**src/sv/sra_pkg.sv**
```systemverilog
// Package with the shared types and constants of the smoke ratio alarm detector.
`timescale 1ns / 1ps

package sra_pkg;

    localparam int SAMPLE_W = 10;
    localparam int RATIO_W  = 22;
    localparam int COUNT_W  = 16;
    localparam int FRAC_W   = 12;
    localparam int CFG_IDX_W  = 3;
    localparam int CFG_DATA_W = 22;
    localparam int IN_DATA_W  = 24;
    localparam int OUT_DATA_W = 56;
    localparam int DIV_STEPS  = RATIO_W;
    localparam int DIV_CNT_W  = 5;

    localparam logic [CFG_IDX_W-1:0] REG_BASELINE_A     = 3'd0;
    localparam logic [CFG_IDX_W-1:0] REG_BASELINE_B     = 3'd1;
    localparam logic [CFG_IDX_W-1:0] REG_DROP_THRESHOLD = 3'd2;
    localparam logic [CFG_IDX_W-1:0] REG_RATIO_LOW      = 3'd3;
    localparam logic [CFG_IDX_W-1:0] REG_RATIO_HIGH     = 3'd4;
    localparam logic [CFG_IDX_W-1:0] REG_STABLE_STEP    = 3'd5;
    localparam logic [CFG_IDX_W-1:0] REG_DRIFT_STEP     = 3'd6;
    localparam logic [CFG_IDX_W-1:0] REG_STABLE_TARGET  = 3'd7;

    localparam logic [SAMPLE_W-1:0] RST_DROP_THRESHOLD = 10'd30;
    localparam logic [RATIO_W-1:0]  RST_RATIO_LOW      = 22'd6144;
    localparam logic [RATIO_W-1:0]  RST_RATIO_HIGH     = 22'd9830;
    localparam logic [RATIO_W-1:0]  RST_STABLE_STEP    = 22'd410;
    localparam logic [RATIO_W-1:0]  RST_DRIFT_STEP     = 22'd819;
    localparam logic [COUNT_W-1:0]  RST_STABLE_TARGET  = 16'd10;

    typedef enum logic [2:0] {
        ST_IDLE,
        ST_DIVIDE,
        ST_EVAL,
        ST_COMMIT
    } state_t;

    typedef enum logic [1:0] {
        CLS_NONE,
        CLS_STABLE,
        CLS_DRIFT,
        CLS_CLEAR
    } change_cls_t;

    typedef struct packed {
        logic load;
        logic div_step;
        logic eval;
        logic commit;
    } ctrl_cmd_t;

    typedef struct packed {
        logic qual;
        logic div_last;
        logic out_free;
    } ctrl_stat_t;

endpackage

```
**src/sv/sra_ctrl.sv**
```systemverilog
// Controller state machine that sequences load, division, evaluation and commit.
`timescale 1ns / 1ps

module sra_ctrl (
    input  logic                clk,
    input  logic                rst_n,
    input  logic                s_tvalid,
    output logic                s_tready,
    input  sra_pkg::ctrl_stat_t stat,
    output sra_pkg::ctrl_cmd_t  cmd
);
    import sra_pkg::*;

    state_t state_reg;
    state_t state_next;

    always_ff @(posedge clk or negedge rst_n)
    begin
        if (!rst_n)
        begin
            state_reg <= ST_IDLE;
        end
        else
        begin
            state_reg <= state_next;
        end
    end

    always_comb
    begin
        state_next = state_reg;
        unique case (state_reg)
            ST_IDLE:
            begin
                if (s_tvalid)
                begin
                    state_next = ST_DIVIDE;
                end
            end
            ST_DIVIDE:
            begin
                if (!stat.qual)
                begin
                    state_next = ST_COMMIT;
                end
                else if (stat.div_last)
                begin
                    state_next = ST_EVAL;
                end
            end
            ST_EVAL:
            begin
                state_next = ST_COMMIT;
            end
            ST_COMMIT:
            begin
                if (stat.out_free)
                begin
                    state_next = ST_IDLE;
                end
            end
            default:
            begin
                state_next = ST_IDLE;
            end
        endcase
    end

    always_comb
    begin
        s_tready     = 1'b0;
        cmd.load     = 1'b0;
        cmd.div_step = 1'b0;
        cmd.eval     = 1'b0;
        cmd.commit   = 1'b0;
        unique case (state_reg)
            ST_IDLE:
            begin
                s_tready = 1'b1;
                cmd.load = s_tvalid;
            end
            ST_DIVIDE:
            begin
                cmd.div_step = stat.qual;
            end
            ST_EVAL:
            begin
                cmd.eval = 1'b1;
            end
            ST_COMMIT:
            begin
                cmd.commit = stat.out_free;
            end
            default:
            begin
                s_tready = 1'b0;
            end
        endcase
    end

endmodule

```
**src/sv/sra_datapath.sv**
```systemverilog
// Datapath: configuration registers, restoring divider, counters and result register.
`timescale 1ns / 1ps

module sra_datapath #(
    parameter int unsigned DRIFT_TARGET = 40
) (
    input  logic                                  clk,
    input  logic                                  rst_n,
    input  logic                                  cfg_we,
    input  logic [sra_pkg::CFG_IDX_W-1:0]         cfg_index,
    input  logic [sra_pkg::CFG_DATA_W-1:0]        cfg_data,
    input  logic [sra_pkg::SAMPLE_W-1:0]          sample_a,
    input  logic [sra_pkg::SAMPLE_W-1:0]          sample_b,
    input  sra_pkg::ctrl_cmd_t                    cmd,
    output sra_pkg::ctrl_stat_t                   stat,
    output logic                                  m_tvalid,
    input  logic                                  m_tready,
    output logic                                  fire_alarm,
    output logic                                  qualified,
    output logic [sra_pkg::RATIO_W-1:0]           ratio_value,
    output logic [sra_pkg::COUNT_W-1:0]           stable_level,
    output logic [sra_pkg::COUNT_W-1:0]           drift_level
);
    import sra_pkg::*;

    localparam logic [COUNT_W-1:0] DRIFT_GOAL = COUNT_W'(DRIFT_TARGET);
    localparam logic [COUNT_W-1:0] COUNT_MAX  = {COUNT_W{1'b1}};

    logic [SAMPLE_W-1:0] baseline_a_reg;
    logic [SAMPLE_W-1:0] baseline_b_reg;
    logic [SAMPLE_W-1:0] drop_threshold_reg;
    logic [RATIO_W-1:0]  ratio_low_reg;
    logic [RATIO_W-1:0]  ratio_high_reg;
    logic [RATIO_W-1:0]  stable_step_reg;
    logic [RATIO_W-1:0]  drift_step_reg;
    logic [COUNT_W-1:0]  stable_target_reg;

    logic                qual_reg;
    logic                qual_next;
    logic [SAMPLE_W-1:0] den_reg;
    logic [SAMPLE_W-1:0] num_next;
    logic [SAMPLE_W-1:0] rem_reg;
    logic [SAMPLE_W-1:0] rem_next;
    logic [RATIO_W-1:0]  quo_reg;
    logic [RATIO_W-1:0]  quo_next;
    logic [DIV_CNT_W-1:0] cnt_reg;
    logic [SAMPLE_W:0]   rem_shift;
    logic [SAMPLE_W:0]   rem_diff;
    logic                rem_ge;

    logic                in_window;
    logic [RATIO_W-1:0]  ratio_delta;
    change_cls_t         cls_reg;
    change_cls_t         cls_next;

    logic [COUNT_W-1:0]  stable_count_reg;
    logic [COUNT_W-1:0]  stable_count_next;
    logic [COUNT_W-1:0]  drift_count_reg;
    logic [COUNT_W-1:0]  drift_count_next;
    logic [RATIO_W-1:0]  previous_ratio_reg;
    logic                alarm_latch_reg;
    logic                alarm_latch_next;
    logic [COUNT_W+1:0]  drift_sum;

    logic                m_tvalid_reg;
    logic                m_tvalid_next;
    logic                res_fire_reg;
    logic                res_qual_reg;
    logic [RATIO_W-1:0]  res_ratio_reg;
    logic [COUNT_W-1:0]  res_stable_reg;
    logic [COUNT_W-1:0]  res_drift_reg;

    always_ff @(posedge clk or negedge rst_n)
    begin
        if (!rst_n)
        begin
            baseline_a_reg     <= '0;
            baseline_b_reg     <= '0;
            drop_threshold_reg <= RST_DROP_THRESHOLD;
            ratio_low_reg      <= RST_RATIO_LOW;
            ratio_high_reg     <= RST_RATIO_HIGH;
            stable_step_reg    <= RST_STABLE_STEP;
            drift_step_reg     <= RST_DRIFT_STEP;
            stable_target_reg  <= RST_STABLE_TARGET;
        end
        else if (cfg_we)
        begin
            unique case (cfg_index)
                REG_BASELINE_A:     baseline_a_reg     <= cfg_data[SAMPLE_W-1:0];
                REG_BASELINE_B:     baseline_b_reg     <= cfg_data[SAMPLE_W-1:0];
                REG_DROP_THRESHOLD: drop_threshold_reg <= cfg_data[SAMPLE_W-1:0];
                REG_RATIO_LOW:      ratio_low_reg      <= cfg_data[RATIO_W-1:0];
                REG_RATIO_HIGH:     ratio_high_reg     <= cfg_data[RATIO_W-1:0];
                REG_STABLE_STEP:    stable_step_reg    <= cfg_data[RATIO_W-1:0];
                REG_DRIFT_STEP:     drift_step_reg     <= cfg_data[RATIO_W-1:0];
                REG_STABLE_TARGET:  stable_target_reg  <= cfg_data[COUNT_W-1:0];
            endcase
        end
    end

    // Qualification and the operands of the division are formed as the sample is taken.
    always_comb
    begin
        num_next  = baseline_a_reg - sample_a;
        qual_next = (sample_a < baseline_a_reg) && (sample_b < baseline_b_reg)
                    && (num_next > drop_threshold_reg);
    end

    // One restoring step per cycle; the numerator shifted left by the fraction width
    // enters the quotient register and is consumed from the top.
    always_comb
    begin
        rem_shift = {rem_reg, quo_reg[RATIO_W-1]};
        rem_diff  = rem_shift - {1'b0, den_reg};
        rem_ge    = rem_shift >= {1'b0, den_reg};
        rem_next  = rem_ge ? rem_diff[SAMPLE_W-1:0] : rem_shift[SAMPLE_W-1:0];
        quo_next  = {quo_reg[RATIO_W-2:0], rem_ge};
    end

    always_ff @(posedge clk)
    begin
        if (cmd.load)
        begin
            den_reg <= baseline_b_reg - sample_b;
            rem_reg <= '0;
            quo_reg <= {num_next, {FRAC_W{1'b0}}};
            cnt_reg <= '0;
        end
        else if (cmd.div_step)
        begin
            rem_reg <= rem_next;
            quo_reg <= quo_next;
            cnt_reg <= cnt_reg + 1'b1;
        end
    end

    always_comb
    begin
        in_window   = (quo_reg > ratio_low_reg) && (quo_reg < ratio_high_reg);
        ratio_delta = (quo_reg >= previous_ratio_reg) ? quo_reg - previous_ratio_reg
                                                      : previous_ratio_reg - quo_reg;
        if (!in_window)
        begin
            cls_next = CLS_NONE;
        end
        else if (ratio_delta < stable_step_reg)
        begin
            cls_next = CLS_STABLE;
        end
        else if (ratio_delta < drift_step_reg)
        begin
            cls_next = CLS_DRIFT;
        end
        else
        begin
            cls_next = CLS_CLEAR;
        end
    end

    always_ff @(posedge clk)
    begin
        if (cmd.load)
        begin
            qual_reg <= qual_next;
        end
        if (cmd.eval)
        begin
            cls_reg <= cls_next;
        end
    end

    always_comb
    begin
        drift_sum         = {2'b0, stable_count_reg} + {2'b0, drift_count_reg} + 1'b1;
        stable_count_next = stable_count_reg;
        drift_count_next  = drift_count_reg;
        case (cls_reg)
            CLS_STABLE:
            begin
                if (stable_count_reg != COUNT_MAX)
                begin
                    stable_count_next = stable_count_reg + 1'b1;
                end
            end
            CLS_DRIFT:
            begin
                drift_count_next  = (drift_sum > {2'b0, COUNT_MAX}) ? COUNT_MAX
                                                                    : drift_sum[COUNT_W-1:0];
                stable_count_next = '0;
            end
            CLS_CLEAR:
            begin
                stable_count_next = '0;
                drift_count_next  = '0;
            end
            default:
            begin
                stable_count_next = stable_count_reg;
            end
        endcase
        alarm_latch_next = alarm_latch_reg || (stable_count_next == stable_target_reg)
                           || (drift_count_next == DRIFT_GOAL);
    end

    always_ff @(posedge clk or negedge rst_n)
    begin
        if (!rst_n)
        begin
            stable_count_reg   <= '0;
            drift_count_reg    <= '0;
            previous_ratio_reg <= '0;
            alarm_latch_reg    <= 1'b0;
        end
        else if (cmd.commit && qual_reg)
        begin
            stable_count_reg   <= stable_count_next;
            drift_count_reg    <= drift_count_next;
            previous_ratio_reg <= quo_reg;
            alarm_latch_reg    <= alarm_latch_next;
        end
    end

    always_comb
    begin
        m_tvalid_next = m_tvalid_reg;
        if (cmd.commit)
        begin
            m_tvalid_next = 1'b1;
        end
        else if (m_tready)
        begin
            m_tvalid_next = 1'b0;
        end
    end

    always_ff @(posedge clk or negedge rst_n)
    begin
        if (!rst_n)
        begin
            m_tvalid_reg <= 1'b0;
        end
        else
        begin
            m_tvalid_reg <= m_tvalid_next;
        end
    end

    always_ff @(posedge clk)
    begin
        if (cmd.commit)
        begin
            res_qual_reg <= qual_reg;
            if (qual_reg)
            begin
                res_fire_reg   <= alarm_latch_next;
                res_ratio_reg  <= quo_reg;
                res_stable_reg <= stable_count_next;
                res_drift_reg  <= drift_count_next;
            end
            else
            begin
                res_fire_reg   <= alarm_latch_reg;
                res_ratio_reg  <= '0;
                res_stable_reg <= stable_count_reg;
                res_drift_reg  <= drift_count_reg;
            end
        end
    end

    assign stat.qual     = qual_reg;
    assign stat.div_last = (cnt_reg == DIV_CNT_W'(DIV_STEPS - 1));
    assign stat.out_free = !m_tvalid_reg || m_tready;

    assign m_tvalid     = m_tvalid_reg;
    assign fire_alarm   = res_fire_reg;
    assign qualified    = res_qual_reg;
    assign ratio_value  = res_ratio_reg;
    assign stable_level = res_stable_reg;
    assign drift_level  = res_drift_reg;

endmodule

```
**src/sv/smoke_ratio_alarm_detector.sv**
```systemverilog
// Top level of the smoke ratio alarm detector.
//
// The slave stream carries one tick per transaction: sample_a in s_tdata[9:0] and
// sample_b in s_tdata[19:10]. The master stream returns one result per tick.
// Thresholds, baselines, ratio window, steps and the stable target are written
// through cfg_we, cfg_index and cfg_data; the user must write them only while the
// block is idle, and the block itself does not enforce it. A qualified tick forms
// the Q10.12 drop ratio in a restoring divider that resolves one quotient bit per
// cycle; the evaluation step then classifies the ratio change and the commit step
// updates the counters. An unqualified tick performs no division steps and no
// evaluation before the commit step. m_tvalid is registered and rises after the
// commit step; s_tready is high only while the sequencer is idle, so the next tick
// is taken only once the previous one has been committed.
// The result register lets a new tick be taken while the previous result still
// waits; if the receiver stalls, the sequencer holds in its commit step until the
// result register is free, and no state changes until then.
// Reset clears the counters, the previous ratio and the alarm latch, and loads
// the register defaults. The alarm latch clears only by reset.
`timescale 1ns / 1ps

module smoke_ratio_alarm_detector #(
    parameter int unsigned DRIFT_TARGET = 40
) (
    input  logic                            clk,
    input  logic                            rst_n,
    input  logic                            cfg_we,
    input  logic [sra_pkg::CFG_IDX_W-1:0]   cfg_index,
    input  logic [sra_pkg::CFG_DATA_W-1:0]  cfg_data,
    input  logic                            s_tvalid,
    output logic                            s_tready,
    // Fields from bit 0: sample_a[9:0], sample_b[19:10], zero padding.
    input  logic [sra_pkg::IN_DATA_W-1:0]   s_tdata,
    output logic                            m_tvalid,
    input  logic                            m_tready,
    // Fields from bit 0: fire_alarm[0], qualified[1], ratio_value[23:2],
    // stable_level[39:24], drift_level[55:40].
    output logic [sra_pkg::OUT_DATA_W-1:0]  m_tdata
);
    import sra_pkg::*;

    ctrl_cmd_t            cmd;
    ctrl_stat_t           stat;
    logic                 fire_alarm;
    logic                 qualified;
    logic [RATIO_W-1:0]   ratio_value;
    logic [COUNT_W-1:0]   stable_level;
    logic [COUNT_W-1:0]   drift_level;

    sra_ctrl u_ctrl (
        .clk      (clk),
        .rst_n    (rst_n),
        .s_tvalid (s_tvalid),
        .s_tready (s_tready),
        .stat     (stat),
        .cmd      (cmd)
    );

    sra_datapath #(
        .DRIFT_TARGET (DRIFT_TARGET)
    ) u_datapath (
        .clk          (clk),
        .rst_n        (rst_n),
        .cfg_we       (cfg_we),
        .cfg_index    (cfg_index),
        .cfg_data     (cfg_data),
        .sample_a     (s_tdata[SAMPLE_W-1:0]),
        .sample_b     (s_tdata[2*SAMPLE_W-1:SAMPLE_W]),
        .cmd          (cmd),
        .stat         (stat),
        .m_tvalid     (m_tvalid),
        .m_tready     (m_tready),
        .fire_alarm   (fire_alarm),
        .qualified    (qualified),
        .ratio_value  (ratio_value),
        .stable_level (stable_level),
        .drift_level  (drift_level)
    );

    assign m_tdata = {drift_level, stable_level, ratio_value, qualified, fire_alarm};

endmodule
```
**config.mk**
```make
export PLATFORM = sky130hd
export DESIGN_NAME = smoke_ratio_alarm_detector
export DESIGN_NICKNAME = d
export VERILOG_FILES = /design/src/sv/sra_pkg.sv /design/src/sv/sra_ctrl.sv /design/src/sv/sra_datapath.sv /design/src/sv/smoke_ratio_alarm_detector.sv
export SDC_FILE = /design/constraint.sdc
export NUM_CORES = 1
export LEC_CHECK = 0
export BUFFER_PORTS_ARGS = -buffer_cell sky130_fd_sc_hd__buf_2
export CORE_ASPECT_RATIO = 1.1
export CORE_MARGIN = 8
export CORE_UTILIZATION = 25
export DETAILED_ROUTE_END_ITERATION = 10
export PLACE_DENSITY_LB_ADDON = 0.15
export SYNTH_ARGS = -nofsm -noshare
export SYNTH_HDL_FRONTEND = slang
export SYNTH_SLANG_ARGS = --single-unit
```
**constraint.sdc**
```tcl
create_clock -name clk -period 5.6 [get_ports clk]
set_input_delay 1.12 -clock clk [delete_from_list [all_inputs] [get_ports clk]]
set_output_delay 1.12 -clock clk [all_outputs]
set_load 0.02 [all_outputs]
```
# Yosys cells after proc, flatten, opt, wreduce, memory -nomap -nowiden
# Index checks and enable logic that the tools add are counted.
# totals
ramBits,0
rom_bits,0
ff_bits,299
latchBits,0
output_inout_bits,58
input_bits,54
mem_count,0
# op_classes
n_eq_ne,20
shift,0
n_mux,25
div,0
order_cmp,10
add_sub_neg,9
bitwise,1
reduce_logical,23
mul,0
# ops
op,count
less-than comparator 22 bit,3
2-to-1 mux 22 bit,3
2-to-1 mux 16 bit,4
case mux 16 bit (2 select lines),2
subtractor 22 bit,2
subtractor 10 bit,3
>= comparator 22 bit,1
> comparator 22 bit,1
less-than comparator 10 bit,2
"adder 18 x 1 -> 18 bit, second input constant",1
"> comparator 18 x 16 -> 1 bit, second input constant",1
adder 16 x 16 -> 17 bit,1
"adder 16 x 1 -> 16 bit, second input constant",1
== test 16 bit,1
"== test 16 x 6 -> 1 bit, second input constant",1
"!= test 16 bit, second input constant",1
AND reduction 2 bit,8
"== test 3 x 2 -> 1 bit, second input constant",4
"== test 3 bit, second input constant",4
2-to-1 mux 3 bit,4
case mux 3 bit (4 select lines),1
>= comparator 11 x 10 -> 1 bit,1
> comparator 10 bit,1
2-to-1 mux 1 bit,10
17 further kinds,27

# Longest topological paths before layout
# logic_depth
depth_word,8
ltp_mapped,28

# By module
# From an unflattened synthesis, not the netlist that was laid out.
# unflattened
hier_cells,2091
hier_area_um2,19846.5
# by_module_without_submodules
module,instances,cells_each,area_each_um2
sra_datapath,1,2068,19627.6
sra_ctrl,1,21,203.9
smoke_ratio_alarm_detector,1,2,15.0

# Least setup slack after synthesis
# No wires, ideal clock.
# synth_path
path_type,reg-to-reg
from,register u_datapath.quo_reg[11]
to,"register u_datapath.cls_reg[0], data pin"
path_stages_with_launch,25
t_required_ns,5.443
setup_ns,0.157
arrival_ns,5.070
slack_ns,0.373
cell_sequence,dfxtp_1 > ha_1 > clkbuf_1 > a21o_1 > a21oi_1 > nor2b_1 > or4_1 > nand4_1 > nand3_1 > a31o_2 > a31oi_2 > clkbuf_1 > mux2_2 > ha_1 > a21boi_0 > o21a_1 > o21a_1 > o21a_1 > o21a_1 > o21a_1 > o21ai_0 > nand2_1 > a221oi_1 > a2111oi_0 > nor3_1
# synth_between
elab_chain_len,5
# synth_rtl
element,line_no,text
from (decl),sra_datapath.sv:44,logic [RATIO_W-1:0] quo_reg;
from (signal assigned),sra_datapath.sv:126,"quo_reg <= {num_next, {FRAC_W{1'b0}}};"
from (signal assigned),sra_datapath.sv:132,quo_reg <= quo_next;
subtractor 22 bit (tied with other cells),sra_datapath.sv:141,: previous_ratio_reg - quo_reg;
2-to-1 mux 22 bit,sra_datapath.sv:140,ratio_delta = (quo_reg >= previous_ratio_reg) ? quo_reg - previous_ratio_reg
less-than comparator 22 bit,sra_datapath.sv:150,else if (ratio_delta < drift_step_reg)
2-to-1 mux 1 bit,sra_datapath.sv:150,
2-to-1 mux 1 bit,sra_datapath.sv:146,else if (ratio_delta < stable_step_reg)
to (signal assigned),sra_datapath.sv:168,cls_reg <= cls_next;
to (decl),sra_datapath.sv:53,change_cls_t cls_reg;
# Parallel ways exist; a longest one is shown, timed or not.
# A chain may end at the register's enable or synchronous reset.

# Worst setup path in the final report
# layout_path
from,register u_datapath.quo_reg[0]
to,"register u_datapath.cls_reg[1], data pin"
# layout_between
elab_chain_len,4
# layout_rtl
element,line_no
subtractor 22 bit (tied with other cells),sra_datapath.sv:141
2-to-1 mux 22 bit / logical AND 1 bit (equally long branches),"sra_datapath.sv:140, sra_datapath.sv:139"
less-than comparator 22 bit / inverter 1 bit (equally long branches),n/a
OR reduction 2 bit (no source line) *,n/a
# Every way passes the cells marked *; elsewhere a longest branch is shown, timed or not.

==> reports/metrics.sh <==
WORST-ENDPOINT-ARRIVAL_NS=5.54
OVERFLOW=0
CTS_TREE='done'
GRT_MAX_DEGREE=114
FINAL_NETS=2404
WORST_R2R_ENDPOINT='u_datapath.cls_reg[1]'
HOLD_PATH_CLASS='flop to flop'
SYNTHDOMINANTCELLAREASHARE=0.215
TOTAL_DRC_ERRORS_IN_THE_ROUTED_LAYOUT=0
STDCELL_AREA_SQ_UM=22700
CLK-INSERTION-DELAY-LATE_NS=0.57
CLK_PIN_SLEW_WORST_PATHS_NS=0.06
SYNTH_WARNINGS=0
FMAX_MHz=190
RUN_STATUS='complete, no violations'
TIMING.SETUP.TNS_NS=0
FLOORPLAN.IO_PINS=112
REQUIRED_NS=5.89
DIEHEIGHT_UM=308
CLOCK_PATH_BUFFERS=3
IO_BUFFERS=107
DETAIL-ROUTE-ANTENNA-NETS=0
GRT_PASS1_WL_MM=92.9
HTREE_LEVELS=2
CRITICAL_PATH.MAX_FANOUT=6
MULTI_INPUT_AREA_SQ_UM=10500
FINAL_PERIOD_MINUS_WORST_SETUP_SLACK_NS=5.25
SYNTH.TOP_CELLS.BY_AREA='dfrtp_1 21%, ha_1 12%, edfxtp_1 12%'
FIRST_GLOBAL_VIAS=15377
POST_CTS_HOLD_BUFFER_COUNT=0
SHARE_OF_POST_ROUTE_CELLS_WITH_DRIVE_STRENGTH_ABOVE_1=0.187
FINAL_COUNT_OF_NEGATIVE_SETUP_SLACK_ENDPOINTS=0
FIN_WORST_HOLD_SLACK_NS=0.460
SYNTH_SEQ_CELLS=298
POWERDENSITY_nW_PER_UM2=618
CLOCK_SKEW_NS=0.0196
FINAL_MIN_PERIOD_OVER_CLOCK_PERIOD=0.938
DETAILEDPLACEMENTHPWL_MM=45.3
VDD.IR_DROP.WORST_mV=0.246
DRT-VIAS-PER-INSTANCE=4.68
HOLDPATHEND='u_datapath.alarm_latch_reg'
CRITICAL_PATH.ENDPOINT_TYPE='flop'
TOTAL_GLOBAL_ROUTING_TRACK_UTILIZATION=0.138
INITIAL_UTILIZATION=0.251
TIGHTEST_SLEW_NS=1.01
FINALCOREUTILIZATION=0.294
HOLD_PATH_STARTPOINT='u_datapath.alarm_latch_reg'
ROW_COUNT=107
NUMCTSBUFFERS=39
FINALNONFILLERCELLS=3217
SYNTH_ENABLE_FLOP_CELLS=79
YOSYSSEQAREASHARE=0.401
SYNTH.LIB_CELLS_USED.DISTINCT=89
PLACED_CELLS_INCL_TAPS=3142
MAX-CAP-VIOLATIONS=0
POSTROUTEWIRELENGTH_MM=60.4
DOMINANTREGCELLSYNTH='dfrtp_1'
CTS.SINKS=298
STARTPOINT_OF_THE_WORST_SLACK_REG_TO_REG_TIMING_PATH='u_datapath.quo_reg[0]'
DIE_AREA_SQ_UM=86500
INSERTEDDIODECOUNT=0
FILLERS=8066
MAX_SLEW_VIOLATIONS=0
LEAKAGE_nW=10.1
VIA_COUNT=15046
DRT-INITIAL-DRC-COUNT=867
MAPPEDNETLISTNETS=2272
FINAL_NUMBER_OF_HOLD_VIOLATING_ENDPOINTS=0
MAXSLEWHEADROOM=0.318
POSTSYNTHCELLCOUNT=2019
WORST_R2R_PATH_DEPTH=26
RRSETUPSLACK_NS=0.35
REGAREA_SQ_UM=7750
CLOCK-ROOT-BUFFER='clkbuf_16'
FLOORPLAN.DIE.WIDTH_UM=281
DRT-PASS1-ITER-COUNT=5
SYNTH_ASYNC_RESET_RATIO=0.644
SYNTHDOMINANTAREACELLTYPE='dfrtp_1'
WL_PER_CELL_UM=18.8
STARTPOINT_TYPE_OF_THE_WORST_SETUP_PATH='flop'
SYN2LAYOUT_AREA_GROWTH_PCT=17.3
AREA_OF_THE_MAPPED_NETLIST_SQ_UM=19300
HOLD_PATH_DEPTH=1
RSZ0062_AT_GRT='false'
CORE_REGION_AREA_SQ_UM=77000
CRITICAL_PATH_CLASS='flop to flop'
POST_DP_CELL_AREA_SQ_UM=21300
PLACE.GP.CONGESTION=0.837
SYNTH_AREA_PER_CELL_SQ_UM=9.57
INITIAL_ANTENNA_VIOLATION_COUNT=4
-- how the worst max path moves through the flow --
stage / startpoint / endpoint / slack, ns / cells after the start
finish: u_datapath.quo_reg[0] / u_datapath.cls_reg[1] / 0.35 / 26
global route: u_datapath.quo_reg[0] / u_datapath.cls_reg[0] / 0.006 / 28
CTS: u_datapath.quo_reg[0] / u_datapath.cls_reg[0] / 0.16 / 28
detailed placement: u_datapath.quo_reg[0] / u_datapath.cls_reg[0] / 0.21 / 28
global placement: u_datapath.quo_reg[0] / u_datapath.cls_reg[0] / 0.25 / 27
floorplan: u_datapath.quo_reg[11] / u_datapath.cls_reg[0] / 0.37 / 24
-- Yosys cell counts (7+ instances only) --
cell type,count
inv_1,216
nand2_1,195
clkbuf_1,64
mux2i_1,22
o21ai_0,119
nor2_1,108
buf_1,7
nor2b_1,28
o31ai_1,9
dfrtp_1,166
nor4_1,15
o211ai_1,7
ha_1,193
a21boi_0,7
nand4_1,39
nand3_1,21
o21bai_1,17
dfstp_2,26
nor3_1,34
a211oi_1,20
o21a_1,15
and2_1,10
o21ai_1,10
dfxtp_1,27
a21oi_1,135
o22ai_1,8
a221oi_1,7
a31oi_1,8
a22o_1,15
edfxtp_1,79
a21o_1,48
xnor2_1,52
nand2b_1,26
and3_1,13
mux2_2,118
xor2_1,29
-- area by class of cell --
class | instances | area share
inverters | 218 | 0.0361
flip-flops and latches | 298 | 0.342
multi-input cells | 1425 | 0.465
clock buffers | 65 | 0.0513
repair buffers | 169 | 0.0456
well taps | 1035 | 0.0571
clock inverters | 7 | 0.00320
-- cell usage in the layout (no fill, tap or decap), types with 7 or more instances in the layout --
cell       instances
a21oi_1          134
nand4_1           39
xnor2_1           52
mux2_2           118
nor2_1           108
xor2_1            29
inv_1            216
a21boi_0           7
nand2b_1          26
nand2_1          195
buf_2            106
clkbuf_8          10
nor4_1            15
a31oi_1            8
o21ai_1           13
nor3_1            34
o31ai_1            9
edfxtp_1          79
a211oi_1          20
buf_4             59
dfxtp_1           27
dfrtp_1          166
nand3_1           20
o21ai_0          116
clkbuf_16         39
and3_1            12
nor2b_1           28
o22ai_1            8
ha_1             193
clkbuf_1          17
o21bai_1          17
a21o_1            48
dfstp_2           26
o211ai_1           7
mux2i_1           20
o21a_1            15
and2_1             9
a22o_1            15
-- power by group --
group | switching, mW | total (mW) | internal (mW)
clock | 1.03 | 2.46 | 1.42
sequential | 0.348 | 3.28 | 2.93
combinational | 4.84 | 8.28 | 3.44
-- cell families (layout without fill, tap and decap cells) --
| kind of cell | Yosys count | count (layout) | share of synthesized area |
|---|---|---|---|
| AO/OA/AOI/OAI | 477 | 477 | 0.159 |
| XOR/XNOR | 82 | 82 | 0.0376 |
| adder cells (fa/ha/maj) | 199 | 199 | 0.131 |
| buffers and inverters | 296 | 459 | 0.0582 |
| flip-flops | 298 | 298 | 0.401 |
| multiplexers | 140 | 140 | 0.0802 |
| AND/OR/NAND/NOR | 527 | 527 | 0.133 |
-- metrics by stage --
| stage | power [mW] | worst slack, ns |
|---|---|---|
| finish | 14.0 | 0.349 |
| global route | 15.3 | 0.00643 |
| CTS | 13.9 | 0.162 |
| detailed placement | 11.3 | 0.211 |
| global placement | 11.3 | 0.252 |
| floorplan | 8.82 | 0.373 |
-- layer usage --
metal  routed length (um)  share of wire  GRT usage
met1                28400           0.47      0.185
met2                28000           0.46      0.230
met3                 2630          0.043     0.0220
met4                 1460          0.024     0.0366
met5                   13        0.00022          0
-- critical path: stages (launching register included) --
cell and delay [ns]:
dfxtp_1 0.31, inv_1 0.07, ha_1 0.15, inv_1 0.07, fa_2 0.35, a21o_1 0.18, a21o_1 0.21, nand2_1 0.09
a21oi_1 0.10, nand4b_1 0.17, nand3_2 0.12, a31o_4 0.27, a31oi_2 0.20, buf_6 0.17, buf_4 0.17, mux2_2 0.37
ha_1 0.27, a21boi_0 0.12, o21a_1 0.18, o21a_1 0.17, o21a_1 0.17, o21a_1 0.17, o21a_1 0.17, o21ai_1 0.15
nand2_1 0.13, a221oi_4 0.33, nor3_1 0.10
-- repair_timing --
action                                  in CTS  in global routing
hold endpoints to repair                     0                  0
gates resized for setup                      0                 17
endpoints found under the setup margin       0                  2
buffers inserted                             0                  3
No activity file was read; power rests on OpenSTA's default activity.
